$ cat src/design/mvtt_pkg.sv
// ----------------------------------------------------------------------------
// mvtt_pkg
// Shared widths, operation and register codes, and the command and status
// structures used between the controller and the datapath of the tracker.
// ----------------------------------------------------------------------------
package mvtt_pkg;

  localparam int TIME_W        = 63;
  localparam int OP_W          = 3;
  localparam int CORE_W        = 3;
  localparam int CIU_W         = 4;
  localparam int CFG_IDX_W     = 2;
  localparam int CFG_W         = TIME_W;
  localparam int NUM_CORES_DEF = 8;

  localparam logic [TIME_W-1:0] TIME_MAX = {TIME_W{1'b1}};
  localparam logic [CIU_W-1:0]  CIU_RESET = 4'd8;

  // Operation codes.
  localparam logic [OP_W-1:0] OP_LEAP        = 3'd0;
  localparam logic [OP_W-1:0] OP_SYNC_ALL    = 3'd1;
  localparam logic [OP_W-1:0] OP_ADD_LEAST   = 3'd2;
  localparam logic [OP_W-1:0] OP_CHECK_BLOCK = 3'd3;
  localparam logic [OP_W-1:0] OP_ACTIVATE    = 3'd4;
  localparam logic [OP_W-1:0] OP_DISABLE     = 3'd5;
  localparam logic [OP_W-1:0] OP_READ_GLOBAL = 3'd6;
  localparam logic [OP_W-1:0] OP_CLEAR       = 3'd7;

  // Configuration register indexes.
  localparam logic [CFG_IDX_W-1:0] REG_GLOBAL_MODE  = 2'd0;
  localparam logic [CFG_IDX_W-1:0] REG_BLOCK_MARGIN = 2'd1;
  localparam logic [CFG_IDX_W-1:0] REG_CORES_IN_USE = 2'd2;

  // Commands from the controller to the datapath.
  typedef struct packed {
    logic [OP_W-1:0] op;
    logic            load;
    logic            rd_en;
    logic            exec;
    logic            wr;
    logic            fin;
    logic            gmin;
    logic            out_load;
  } mvtt_cmd_t;

  // Status from the datapath to the controller.
  typedef struct packed {
    logic mode;
    logic core_ok;
  } mvtt_sts_t;

  // Saturating add of two times.
  function automatic logic [TIME_W-1:0] sat_add(input logic [TIME_W-1:0] a,
                                                input logic [TIME_W-1:0] b);
    logic [TIME_W:0] s;
    s = {1'b0, a} + {1'b0, b};
    return s[TIME_W] ? TIME_MAX : s[TIME_W-1:0];
  endfunction

endpackage

$ cat src/design/mvtt_in_if.sv
// ----------------------------------------------------------------------------
// mvtt_in_if
// Input channel: one operation item with valid/ready handshake.
// ----------------------------------------------------------------------------
interface mvtt_in_if import mvtt_pkg::*; ();
  logic              valid;
  logic              ready;
  logic [OP_W-1:0]   op;
  logic [CORE_W-1:0] core;
  logic [TIME_W-1:0] time_value;

  modport source(output valid, output op, output core, output time_value, input ready);
  modport sink(input valid, input op, input core, input time_value, output ready);
endinterface

$ cat src/design/mvtt_out_if.sv
// ----------------------------------------------------------------------------
// mvtt_out_if
// Result channel: one result item with valid/ready handshake.
// ----------------------------------------------------------------------------
interface mvtt_out_if import mvtt_pkg::*; ();
  logic              valid;
  logic              ready;
  logic [TIME_W-1:0] core_time;
  logic [TIME_W-1:0] global_time_out;
  logic              must_block;
  logic              none_active;

  modport source(output valid, output core_time, output global_time_out,
                 output must_block, output none_active, input ready);
  modport sink(input valid, input core_time, input global_time_out,
               input must_block, input none_active, output ready);
endinterface

$ cat src/design/mvtt_ram.sv
// ----------------------------------------------------------------------------
// mvtt_ram
// Generic single-write, single-read RAM with a registered read port.
// ----------------------------------------------------------------------------
module mvtt_ram #(
  parameter int WIDTH = 8,
  parameter int DEPTH = 8,
  parameter int AW    = (DEPTH > 1) ? $clog2(DEPTH) : 1
) (
  input  logic             clk,
  input  logic             wr_en,
  input  logic [AW-1:0]    wr_addr,
  input  logic [WIDTH-1:0] wr_data,
  input  logic             rd_en,
  input  logic [AW-1:0]    rd_addr,
  output logic [WIDTH-1:0] rd_data
);

  logic [WIDTH-1:0] mem_r [DEPTH];
  logic [WIDTH-1:0] rd_data_r;

  // Write port and registered read port.
  always_ff @(posedge clk) begin
    if (wr_en) begin
      mem_r[wr_addr] <= wr_data;
    end
    if (rd_en) begin
      rd_data_r <= mem_r[rd_addr];
    end
  end

  assign rd_data = rd_data_r;

endmodule

$ cat src/design/mvtt_ctrl.sv
// ----------------------------------------------------------------------------
// mvtt_ctrl
// Controller state machine: accepts an item, sweeps the core table, runs the
// update and write-back, optionally rescans for the active minimum, and
// hands the result to the output register.
// ----------------------------------------------------------------------------
module mvtt_ctrl import mvtt_pkg::*; #(
  parameter int AW = 3
) (
  input  logic            clk,
  input  logic            rst_n,
  input  logic            in_valid,
  input  logic [OP_W-1:0] in_op,
  output logic            in_ready,
  input  logic            out_ready,
  output logic            out_valid,
  input  mvtt_sts_t       sts,
  input  logic [AW-1:0]   n_last,
  output mvtt_cmd_t       cmd,
  output logic [AW-1:0]   cnt
);

  localparam logic [3:0] S_IDLE       = 4'd0;
  localparam logic [3:0] S_SCAN       = 4'd1;
  localparam logic [3:0] S_SCAN_END   = 4'd2;
  localparam logic [3:0] S_EXEC       = 4'd3;
  localparam logic [3:0] S_WRITE      = 4'd4;
  localparam logic [3:0] S_RESCAN     = 4'd5;
  localparam logic [3:0] S_RESCAN_END = 4'd6;
  localparam logic [3:0] S_FINISH     = 4'd7;
  localparam logic [3:0] S_DELIVER    = 4'd8;

  logic [3:0]      state_r, state_nxt;
  logic [AW-1:0]   cnt_r, cnt_nxt;
  logic [OP_W-1:0] op_r, op_nxt;
  logic            out_valid_r, out_valid_nxt;
  logic            rescan;

  // In the minimum mode, ops that move the global time need a second sweep.
  assign rescan = sts.mode &&
                  (op_r == OP_SYNC_ALL || op_r == OP_ADD_LEAST ||
                   op_r == OP_READ_GLOBAL ||
                   ((op_r == OP_LEAP || op_r == OP_ACTIVATE) && sts.core_ok));

  // Next-state and command logic.
  always_comb begin
    state_nxt     = state_r;
    cnt_nxt       = cnt_r;
    op_nxt        = op_r;
    out_valid_nxt = out_valid_r && !out_ready;
    cmd           = '0;
    cmd.op        = op_r;
    case (state_r)
      S_IDLE: begin
        if (in_valid) begin
          op_nxt    = in_op;
          cmd.load  = 1'b1;
          cnt_nxt   = '0;
          state_nxt = S_SCAN;
        end
      end
      S_SCAN, S_RESCAN: begin
        cmd.rd_en = 1'b1;
        if (cnt_r == n_last) begin
          state_nxt = (state_r == S_SCAN) ? S_SCAN_END : S_RESCAN_END;
        end else begin
          cnt_nxt = cnt_r + AW'(1);
        end
      end
      S_SCAN_END: begin
        state_nxt = S_EXEC;
      end
      S_EXEC: begin
        cmd.exec  = 1'b1;
        cnt_nxt   = '0;
        state_nxt = S_WRITE;
      end
      S_WRITE: begin
        cmd.wr = 1'b1;
        if (op_r == OP_SYNC_ALL && cnt_r != n_last) begin
          cnt_nxt = cnt_r + AW'(1);
        end else begin
          cnt_nxt   = '0;
          state_nxt = rescan ? S_RESCAN : S_FINISH;
        end
      end
      S_RESCAN_END: begin
        state_nxt = S_FINISH;
      end
      S_FINISH: begin
        cmd.fin   = 1'b1;
        cmd.gmin  = rescan;
        state_nxt = S_DELIVER;
      end
      S_DELIVER: begin
        if (!out_valid_r || out_ready) begin
          cmd.out_load  = 1'b1;
          out_valid_nxt = 1'b1;
          state_nxt     = S_IDLE;
        end
      end
      default: begin
        state_nxt = S_IDLE;
      end
    endcase
  end

  // Control registers.
  always_ff @(posedge clk) begin
    if (!rst_n) begin
      state_r     <= S_IDLE;
      cnt_r       <= '0;
      op_r        <= OP_LEAP;
      out_valid_r <= 1'b0;
    end else begin
      state_r     <= state_nxt;
      cnt_r       <= cnt_nxt;
      op_r        <= op_nxt;
      out_valid_r <= out_valid_nxt;
    end
  end

  assign in_ready  = (state_r == S_IDLE);
  assign out_valid = out_valid_r;
  assign cnt       = cnt_r;

endmodule

$ cat src/design/mvtt_dp.sv
// ----------------------------------------------------------------------------
// mvtt_dp
// Datapath: configuration registers, core time table with valid bits, active
// flags, global time, sweep accumulators, update arithmetic and the output
// register.
// ----------------------------------------------------------------------------
module mvtt_dp import mvtt_pkg::*; #(
  parameter int NUM_CORES = NUM_CORES_DEF,
  parameter int AW        = 3
) (
  input  logic                 clk,
  input  logic                 rst_n,
  input  mvtt_cmd_t            cmd,
  input  logic [AW-1:0]        cnt,
  output mvtt_sts_t            sts,
  output logic [AW-1:0]        n_last,
  input  logic                 cfg_we,
  input  logic [CFG_IDX_W-1:0] cfg_idx,
  input  logic [CFG_W-1:0]     cfg_data,
  input  logic [CORE_W-1:0]    in_core,
  input  logic [TIME_W-1:0]    in_time,
  output logic [TIME_W-1:0]    out_core_time,
  output logic [TIME_W-1:0]    out_global_time,
  output logic                 out_must_block,
  output logic                 out_none_active
);

  localparam int NW = $clog2(NUM_CORES + 1);
  localparam int EW = (NW > CIU_W) ? NW : CIU_W;
  localparam int XW = (AW > CORE_W) ? AW : CORE_W;
  localparam logic [EW-1:0] NC_X = EW'(NUM_CORES);

  // Configuration registers.
  logic              mode_r;
  logic [TIME_W-1:0] margin_r;
  logic [CIU_W-1:0]  ciu_r;

  // Latched item payload.
  logic [CORE_W-1:0] core_r;
  logic [TIME_W-1:0] tv_r;

  // Table, flags and global time.
  logic [NUM_CORES-1:0] valid_r;
  logic [NUM_CORES-1:0] active_r;
  logic [TIME_W-1:0]    global_r;

  // Read pipeline and sweep accumulators.
  logic              rd_vld_r;
  logic [AW-1:0]     rd_idx_r;
  logic [TIME_W-1:0] ram_q;
  logic [TIME_W-1:0] max_r, min_r, cval_r, amin_r;
  logic [AW-1:0]     min_idx_r;
  logic              afound_r;

  // Update results.
  logic [TIME_W-1:0] res_r, ct_r, diff_r;
  logic              gt_r, ahead_r, blk_r;

  // Output register.
  logic [TIME_W-1:0] out_ct_r, out_gt_r;
  logic              out_blk_r, out_none_r;

  logic [EW-1:0]        ciu_x, n_x, n_last_x, core_x;
  logic [XW-1:0]        core_w;
  logic [AW-1:0]        core_a;
  logic                 core_ok;
  logic [NUM_CORES-1:0] inuse;
  logic                 any_act;
  logic [TIME_W-1:0]    rd_val, res_nxt, ct_nxt, gup_val;
  logic                 first, afound_base, ahead_c, gup;
  logic                 we;
  logic [AW-1:0]        waddr;
  logic                 is_lp_act;

  // Effective core count, addressed core and in-use mask.
  always_comb begin
    ciu_x    = EW'(ciu_r);
    n_x      = (ciu_x == '0) ? EW'(1) : ((ciu_x > NC_X) ? NC_X : ciu_x);
    n_last_x = n_x - EW'(1);
    core_x   = EW'(core_r);
    core_w   = XW'(core_r);
    core_a   = core_w[AW-1:0];
    core_ok  = core_x < n_x;
    for (int i = 0; i < NUM_CORES; i++) begin
      inuse[i] = EW'(i) < n_x;
    end
    any_act = |(active_r & inuse);
  end

  assign n_last      = n_last_x[AW-1:0];
  assign sts.mode    = mode_r;
  assign sts.core_ok = core_ok;

  // Core time table; entries not yet written read as zero.
  mvtt_ram #(
    .WIDTH(TIME_W),
    .DEPTH(NUM_CORES),
    .AW   (AW)
  ) u_ram (
    .clk    (clk),
    .wr_en  (we),
    .wr_addr(waddr),
    .wr_data(res_r),
    .rd_en  (cmd.rd_en),
    .rd_addr(cnt),
    .rd_data(ram_q)
  );

  assign rd_val      = valid_r[rd_idx_r] ? ram_q : '0;
  assign first       = (rd_idx_r == '0);
  assign afound_base = first ? 1'b0 : afound_r;

  // Update value and reported core time.
  always_comb begin
    case (cmd.op)
      OP_LEAP, OP_ACTIVATE: res_nxt = (cval_r < tv_r) ? tv_r : cval_r;
      OP_SYNC_ALL:          res_nxt = sat_add(max_r, tv_r);
      OP_ADD_LEAST:         res_nxt = sat_add(min_r, tv_r);
      default:              res_nxt = cval_r;
    endcase
    case (cmd.op)
      OP_SYNC_ALL, OP_ADD_LEAST: ct_nxt = res_nxt;
      OP_CLEAR:                  ct_nxt = '0;
      default:                   ct_nxt = core_ok ? res_nxt : '0;
    endcase
  end

  // Write-back controls and plain-mode global update.
  assign is_lp_act = (cmd.op == OP_LEAP || cmd.op == OP_ACTIVATE) && core_ok;
  assign we        = cmd.wr &&
                     (is_lp_act || cmd.op == OP_SYNC_ALL || cmd.op == OP_ADD_LEAST);
  assign waddr     = (cmd.op == OP_SYNC_ALL) ? cnt :
                     ((cmd.op == OP_ADD_LEAST) ? min_idx_r : core_a);
  assign gup       = !mode_r && cmd.wr &&
                     (is_lp_act || cmd.op == OP_SYNC_ALL || cmd.op == OP_ADD_LEAST);
  assign gup_val   = (cmd.op == OP_ACTIVATE) ? tv_r : res_r;
  assign ahead_c   = gt_r && (diff_r > margin_r);

  // Configuration writes.
  always_ff @(posedge clk) begin
    if (!rst_n) begin
      mode_r   <= 1'b0;
      margin_r <= '0;
      ciu_r    <= CIU_RESET;
    end else if (cfg_we) begin
      case (cfg_idx)
        REG_GLOBAL_MODE:  mode_r   <= cfg_data[0];
        REG_BLOCK_MARGIN: margin_r <= cfg_data;
        REG_CORES_IN_USE: ciu_r    <= cfg_data[CIU_W-1:0];
        default: ;
      endcase
    end
  end

  // Table valid bits, active flags and global time.
  always_ff @(posedge clk) begin
    if (!rst_n) begin
      valid_r  <= '0;
      active_r <= '0;
      global_r <= '0;
      rd_vld_r <= 1'b0;
    end else begin
      rd_vld_r <= cmd.rd_en;
      if (cmd.wr && cmd.op == OP_CLEAR) begin
        valid_r  <= '0;
        active_r <= '0;
        global_r <= '0;
      end else begin
        if (we) begin
          valid_r[waddr] <= 1'b1;
        end
        if (cmd.wr && mode_r && core_ok) begin
          if (cmd.op == OP_ACTIVATE) begin
            active_r[core_a] <= 1'b1;
          end else if (cmd.op == OP_DISABLE ||
                       (cmd.op == OP_CHECK_BLOCK && ahead_c)) begin
            active_r[core_a] <= 1'b0;
          end
        end
        if (gup && global_r < gup_val) begin
          global_r <= gup_val;
        end else if (cmd.fin && cmd.gmin && afound_r) begin
          global_r <= amin_r;
        end
      end
    end
  end

  // Payload latch, sweep accumulators and update pipeline.
  always_ff @(posedge clk) begin
    if (cmd.load) begin
      core_r <= in_core;
      tv_r   <= in_time;
    end
    rd_idx_r <= cnt;
    if (rd_vld_r) begin
      if (first || rd_val > max_r) begin
        max_r <= rd_val;
      end
      if (first || rd_val < min_r) begin
        min_r     <= rd_val;
        min_idx_r <= rd_idx_r;
      end
      if (rd_idx_r == core_a) begin
        cval_r <= rd_val;
      end
      if (active_r[rd_idx_r] && (!afound_base || rd_val < amin_r)) begin
        amin_r   <= rd_val;
        afound_r <= 1'b1;
      end else begin
        afound_r <= afound_base;
      end
    end
    if (cmd.exec) begin
      res_r  <= res_nxt;
      ct_r   <= ct_nxt;
      gt_r   <= cval_r > global_r;
      diff_r <= cval_r - global_r;
    end
    if (cmd.wr) begin
      ahead_r <= ahead_c;
    end
    if (cmd.fin) begin
      blk_r <= (cmd.op == OP_CHECK_BLOCK) && core_ok && ahead_r &&
               (!mode_r || any_act);
    end
    if (cmd.out_load) begin
      out_ct_r   <= ct_r;
      out_gt_r   <= global_r;
      out_blk_r  <= blk_r;
      out_none_r <= !any_act;
    end
  end

  assign out_core_time   = out_ct_r;
  assign out_global_time = out_gt_r;
  assign out_must_block  = out_blk_r;
  assign out_none_active = out_none_r;

endmodule

$ cat src/design/multicore_virtual_time_tracker.sv
// ----------------------------------------------------------------------------
// multicore_virtual_time_tracker
// Per-core virtual time tracker with a global time in running-maximum or
// active-minimum mode.
// ----------------------------------------------------------------------------
// One item is handled at a time. With n the effective cores_in_use, most
// operations sweep n table reads through the single read port of the core
// time RAM, then run update, write-back and finish steps before the result
// is loaded; sync all writes the new time to every in-use core, and in
// minimum mode the operations that move the global time add a second sweep.
// The result sits in an output register, so a new item is accepted while it
// waits. Core times reset to zero through per-entry valid bits; no clearing
// pass is needed after reset, and the clear operation follows the same steps
// as most operations.
// ----------------------------------------------------------------------------
module multicore_virtual_time_tracker import mvtt_pkg::*; #(
  parameter int NUM_CORES = NUM_CORES_DEF
) (
  input  logic                 clk,
  input  logic                 rst_n,
  mvtt_in_if.sink              in_ch,
  mvtt_out_if.source           out_ch,
  input  logic                 cfg_we,
  input  logic [CFG_IDX_W-1:0] cfg_idx,
  input  logic [CFG_W-1:0]     cfg_data
);

  localparam int AW = (NUM_CORES > 1) ? $clog2(NUM_CORES) : 1;

  mvtt_cmd_t     cmd;
  mvtt_sts_t     sts;
  logic [AW-1:0] cnt;
  logic [AW-1:0] n_last;

  // Sequencer.
  mvtt_ctrl #(
    .AW(AW)
  ) u_ctrl (
    .clk      (clk),
    .rst_n    (rst_n),
    .in_valid (in_ch.valid),
    .in_op    (in_ch.op),
    .in_ready (in_ch.ready),
    .out_ready(out_ch.ready),
    .out_valid(out_ch.valid),
    .sts      (sts),
    .n_last   (n_last),
    .cmd      (cmd),
    .cnt      (cnt)
  );

  // Table, flags, arithmetic and output register.
  mvtt_dp #(
    .NUM_CORES(NUM_CORES),
    .AW       (AW)
  ) u_dp (
    .clk            (clk),
    .rst_n          (rst_n),
    .cmd            (cmd),
    .cnt            (cnt),
    .sts            (sts),
    .n_last         (n_last),
    .cfg_we         (cfg_we),
    .cfg_idx        (cfg_idx),
    .cfg_data       (cfg_data),
    .in_core        (in_ch.core),
    .in_time        (in_ch.time_value),
    .out_core_time  (out_ch.core_time),
    .out_global_time(out_ch.global_time_out),
    .out_must_block (out_ch.must_block),
    .out_none_active(out_ch.none_active)
  );

endmodule
$ cat src/flat_wrapper.sv
// flat-port wrapper written by rule: the top's interface ports become plain ports
module multicore_virtual_time_tracker_flat import mvtt_pkg::*;
#(
  parameter int NUM_CORES = NUM_CORES_DEF
)
  (clk, rst_n, cfg_we, cfg_idx, cfg_data, in_ch_valid, in_ch_op, in_ch_core, in_ch_time_value, in_ch_ready, out_ch_valid, out_ch_core_time, out_ch_global_time_out, out_ch_must_block, out_ch_none_active, out_ch_ready);
  mvtt_in_if in_ch_i ();
  mvtt_out_if out_ch_i ();
  input  logic clk;
  input  logic rst_n;
  input  logic cfg_we;
  input  logic [CFG_IDX_W-1:0] cfg_idx;
  input  logic [CFG_W-1:0] cfg_data;
  input wire logic [$bits(in_ch_i.valid)-1:0] in_ch_valid;
  input wire logic [$bits(in_ch_i.op)-1:0] in_ch_op;
  input wire logic [$bits(in_ch_i.core)-1:0] in_ch_core;
  input wire logic [$bits(in_ch_i.time_value)-1:0] in_ch_time_value;
  output wire logic [$bits(in_ch_i.ready)-1:0] in_ch_ready;
  output wire logic [$bits(out_ch_i.valid)-1:0] out_ch_valid;
  output wire logic [$bits(out_ch_i.core_time)-1:0] out_ch_core_time;
  output wire logic [$bits(out_ch_i.global_time_out)-1:0] out_ch_global_time_out;
  output wire logic [$bits(out_ch_i.must_block)-1:0] out_ch_must_block;
  output wire logic [$bits(out_ch_i.none_active)-1:0] out_ch_none_active;
  input wire logic [$bits(out_ch_i.ready)-1:0] out_ch_ready;
  assign in_ch_i.valid = in_ch_valid;
  assign in_ch_i.op = in_ch_op;
  assign in_ch_i.core = in_ch_core;
  assign in_ch_i.time_value = in_ch_time_value;
  assign in_ch_ready = in_ch_i.ready;
  assign out_ch_valid = out_ch_i.valid;
  assign out_ch_core_time = out_ch_i.core_time;
  assign out_ch_global_time_out = out_ch_i.global_time_out;
  assign out_ch_must_block = out_ch_i.must_block;
  assign out_ch_none_active = out_ch_i.none_active;
  assign out_ch_i.ready = out_ch_ready;
  multicore_virtual_time_tracker #(.NUM_CORES(NUM_CORES)) u_core (.clk(clk), .rst_n(rst_n), .in_ch(in_ch_i), .out_ch(out_ch_i), .cfg_we(cfg_we), .cfg_idx(cfg_idx), .cfg_data(cfg_data));
endmodule
$ cat config.mk
export PLATFORM = sky130hd
export DESIGN_NAME = multicore_virtual_time_tracker_flat
export DESIGN_NICKNAME = d
export VERILOG_FILES = /design/src/design/mvtt_pkg.sv /design/src/design/mvtt_in_if.sv /design/src/design/mvtt_out_if.sv /design/src/design/mvtt_ram.sv /design/src/design/mvtt_ctrl.sv /design/src/design/mvtt_dp.sv /design/src/design/multicore_virtual_time_tracker.sv /design/src/flat_wrapper.sv
export SDC_FILE = /design/constraint.sdc
export NUM_CORES = 2
export LEC_CHECK = 0
export BUFFER_PORTS_ARGS = -buffer_cell sky130_fd_sc_hd__buf_2
export CORE_MARGIN = 4
export CORE_UTILIZATION = 50
export DETAILED_ROUTE_END_ITERATION = 8
export GPL_ROUTABILITY_DRIVEN = 0
export PLACE_DENSITY = 0.74
export REMOVE_ABC_BUFFERS = 1
export SLEW_MARGIN = 15
export SYNTH_ARGS = -nofsm -noshare
export SYNTH_HDL_FRONTEND = slang
export SYNTH_SLANG_ARGS = --single-unit
$ cat constraint.sdc
create_clock -name clk -period 9.12 [get_ports clk]
set_input_delay 0.456 -clock clk [delete_from_list [all_inputs] [get_ports clk]]
set_output_delay 0.456 -clock clk [all_outputs]
set_load 0.03 [all_outputs]
==> results_dict.tcl <==
set metrics [dict create \
    worst_slack_ns 2.568 \
    worst_pin_slew_ns 1.170 \
    die_area_mm2 0.1487 \
    synthMuxAreaShare_pct 8.210 \
    yosysTopAreaCell "edfxtp_1" \
    drc_errors 0 \
    hold_viol 0 \
    critPathLaunchType "register" \
    finalSetupViolCount 0 \
    min_path_cells 4 \
    crit_cells 14 \
    synth_cells 5780 \
    grt_max_degree 129 \
    status "finished, final reports clean" \
    vias 51260 \
    final_nets 6860 \
    firstDrtPassIters 9 \
    routedWlPerCell_um 27.05 \
    p_switching_mw 5.735 \
    path_max_fanout 67 \
    root_buffer "clkbuf_16" \
    crit_slowest_cell "buf_4" \
    arrival_ns 6.97 \
    crit_family "compound AO/OA/AOI/OAI gates" \
    finalWirelength_mm 220.8 \
    die_x_um 385.6 \
    synth-async-reset-ratio_pct 0 \
    synth.top_cells.by_count "1209 x edfxtp_1, 566 x ha_1, 431 x inv_1" \
    hold_class "in -> reg" \
    synthTopCellsByArea "edfxtp_1 51%, ha_1 9.9%, dfxtp_1 4.5%" \
    core_area_mm2 0.1416 \
    period_needed_ns 6.552 \
    crit_chain "mux4_2 -> mux2i_4 -> buf_4 -> nor2b_1 -> ha_1 -> and3_1 -> a221o_1 -> a221oi_1 -> o221ai_1 -> a21oi_1 -> a211oi_1 -> a211oi_1 -> o221a_4 -> buf_4" \
    critPathCaptureType "register" \
    cts_tree "done" \
    max_slew_margin_pct 21.84 \
    pin_count 269 \
    dp_slack_ns 2.801 \
    portBuffers 268 \
    grt_pass1_wl_mm 318.8 \
    drive_gt1_share_pct 13.60 \
    synthAdderAreaFrac_pct 10.03 \
    syn_area_mm2 0.07129 \
    cts.sinks 1371 \
    pwr-share-comb_pct 23.8 \
    clkPwrFrac_pct 33.0 \
    power_frac_seq_pct 43.2 \
    fmax_mhz 152.6 \
    ant_nets 0 \
    hpwlAfterDp_mm 156.9 \
    p_int_mw 12.38 \
    r2r_slack_ns 2.57 \
    post-synth-top-count-cell "edfxtp_1" \
    power_leakage_nw 31.37 \
    antenna_found_initial 11 \
    final.fill_count 11300 \
    gr-usage-all-layers_pct 29.08 \
    p_sw_share_pct 31.65 \
    yosys.area_share.simple_pct 8.666 \
    ys_warn_count 0 \
    die_height_um 385.6 \
    power_density_mw_per_mm2 224.0 \
    multi_input_area_mm2 0.02947 \
    synth-compound-area-share_pct 11.88 \
    syn_to_final_growth_pct 13.46 \
    htreeDepth 4 \
    max_cap_violations 0 \
    synth_xor_area_share_pct 2.211 \
    grt_setup_unrepaired "no" \
    worstPathRequired_ns 9.54 \
    ys_seq_area_share_pct 55.47 \
    row_count 138 \
    finalInstanceArea_mm2 0.08089 \
    grt_overflow 0 \
    reg2regPathDepth 14 \
    syn_area_per_cell_um2 12.33 \
    ys_seq_elements 1371 \
    synth_top_family_by_area "compound AO/OA/AOI/OAI gates" \
    slowest_delay_ns 0.73 \
    grt_pass1_vias 49080 \
    vias_per_cell 6.279 \
    path_buf_inv 2 \
    slew_viol_final 0 \
    cts_buffers 146 \
    synth_edf_count 1209 \
    regArea_mm2 0.03956 \
    synth_ff_type "edfxtp_1" \
    ys_types 98 \
    vdd_drop_max_uv 226.0 \
    drt_iter0_drc 6911 \
    min_period_over_period_pct 71.84 \
    yosysTopAreaCellShare_pct 50.92 \
    cts_buffer_depth 3 \
    dpl_cell_area_mm2 0.07478 \
    finClkSkew_ns 0.03044 \
    initial_core_util_pct 50.35 \
    insertion_delay_ns 0.81 \
    path_class "reg -> reg" \
    path_clk_slew_ns 0.06 \
]
-- power groups by stage --
| stage | sequential, mW | combinational, mW | clock (mW) |
|---|---|---|---|
| global route | 7.82 | 4.59 | 6.31 |
| detailed placement | 7.91 | 4.11 | 0 |
| finish | 7.82 | 4.31 | 5.99 |
| CTS | 7.79 | 4.19 | 6.04 |
| floorplan | 7.77 | 2.82 | 0 |
| global placement | 7.92 | 4.05 | 0 |
-- through the flow --
step / total power [mW] / setup TNS, ns / std cells / hold slack [ns] / utilization (%)
finish: 18.12 / 0 / 8164 / 0.1475 / 57.13
floorplan: 10.59 / -48.74 / 5551 / 0.4003 / -
CTS: 18.02 / 0 / 8161 / 0.09313 / 57.12
detailed placement: 12.03 / 0 / 7761 / 0.4045 / 52.81
global route: 18.72 / 0 / 8161 / 0.1659 / 57.12
global placement: 11.96 / 0 / 7761 / 0.4034 / 52.81
-- per-layer routing --
metal | share of wire [%] | track usage [%]
met4 | 5.3 | 13.89
met1 | 40 | 39.92
met5 | 0.075 | 0
met2 | 42 | 42.36
met3 | 13 | 8.644
-- logic make-up after synthesis --
logic type,after synthesis
simple gates,1277
compound gates,1315
xor+xnor,180
fa+ha+maj,570
mux,406
buf+inv,661
flops,1371
-- cell usage in the layout, fill, tap and decap left out, types with 16 or more instances in the layout --
cell type and n:
a21boi_0 79, nand4_1 126, o21ai_0 303, inv_1 430
nand2b_1 49, clkinv_1 25, a31oi_1 58, dlygate4sd3_1 133
clkinv_2 16, a211oi_1 35, mux2i_1 145, xnor2_1 111
buf_4 50, mux4_2 130, buf_2 268, nand2_1 356
a22oi_1 40, dfxtp_1 159, edfxtp_1 1209, o21a_1 27
ha_1 566, o211ai_1 35, nor2_1 327, and2_1 38
and3_1 27, a21oi_1 340, clkbuf_1 32, nor3_1 43
nand3_1 89, mux2_2 120, o21bai_1 33, clkbuf_16 150
a21o_1 200, xor2_1 69, nor2b_1 136
-- worst paths after layout --
check	startpoint	endpoint
worst min-delay path	cfg_idx[0]	u_core.u_dp.mode_r$_SDFFE_PN0P_
worst max-delay path	u_core.u_dp.rd_idx_r[0]$_DFF_P_	u_core.u_dp.min_r[21]$_DFFE_PP_
worst max register to register	u_core.u_dp.rd_idx_r[0]$_DFF_P_	u_core.u_dp.min_r[21]$_DFFE_PP_
worst min register to register	u_core.u_dp.ct_r[43]$_DFFE_PP_	u_core.u_dp.out_core_time[43]$_DFFE_PP_
-- tightest hold or removal path: cells and delay by family --
family        cells  cell delay [ns]
mux               1             0.20
buf+inv           1             0.10
simple gates      2             0.16
-- layout make-up --
class,instances,share of cell area (%)
diodes,3,0.009281
multi-input cells,3748,36.44
inverters,432,2.008
flip-flops and latches,1371,48.91
repair buffers,453,3.818
well taps,1890,2.924
clock inverters,82,1.058
clock buffers,185,4.840
-- state kept, by name, indices dropped and copies added, names as in the netlist, 3 cells and up, named ones only --
name / flops
u_core.u_ctrl.cnt: 3
u_core.u_ctrl.op_r: 3
u_core.u_ctrl.state_r: 4
u_core.u_dp.amin_r: 63
u_core.u_dp.ciu_r: 4
u_core.u_dp.core_a: 3
u_core.u_dp.ct_r: 63
u_core.u_dp.cval_r: 63
u_core.u_dp.diff_r: 63
u_core.u_dp.global_r: 63
u_core.u_dp.margin_r: 63
u_core.u_dp.max_r: 63
u_core.u_dp.min_idx_r: 3
u_core.u_dp.min_r: 63
u_core.u_dp.out_core_time: 63
u_core.u_dp.out_global_time: 63
u_core.u_dp.rd_idx_r: 3
u_core.u_dp.res_r: 63
u_core.u_dp.tv_r: 63
u_core.u_dp.u_ram.mem_r: 504
u_core.u_dp.u_ram.rd_data: 63
u_core.u_dp.valid_r: 8
-- repair_timing --
item,4_1_cts,5_1_grt
resized for setup,0,0
setup buffers,0,0
hold buffers,133,0
endpoints found under the hold margin,137,0
Note: power is estimated with default switching activity, not from simulation.
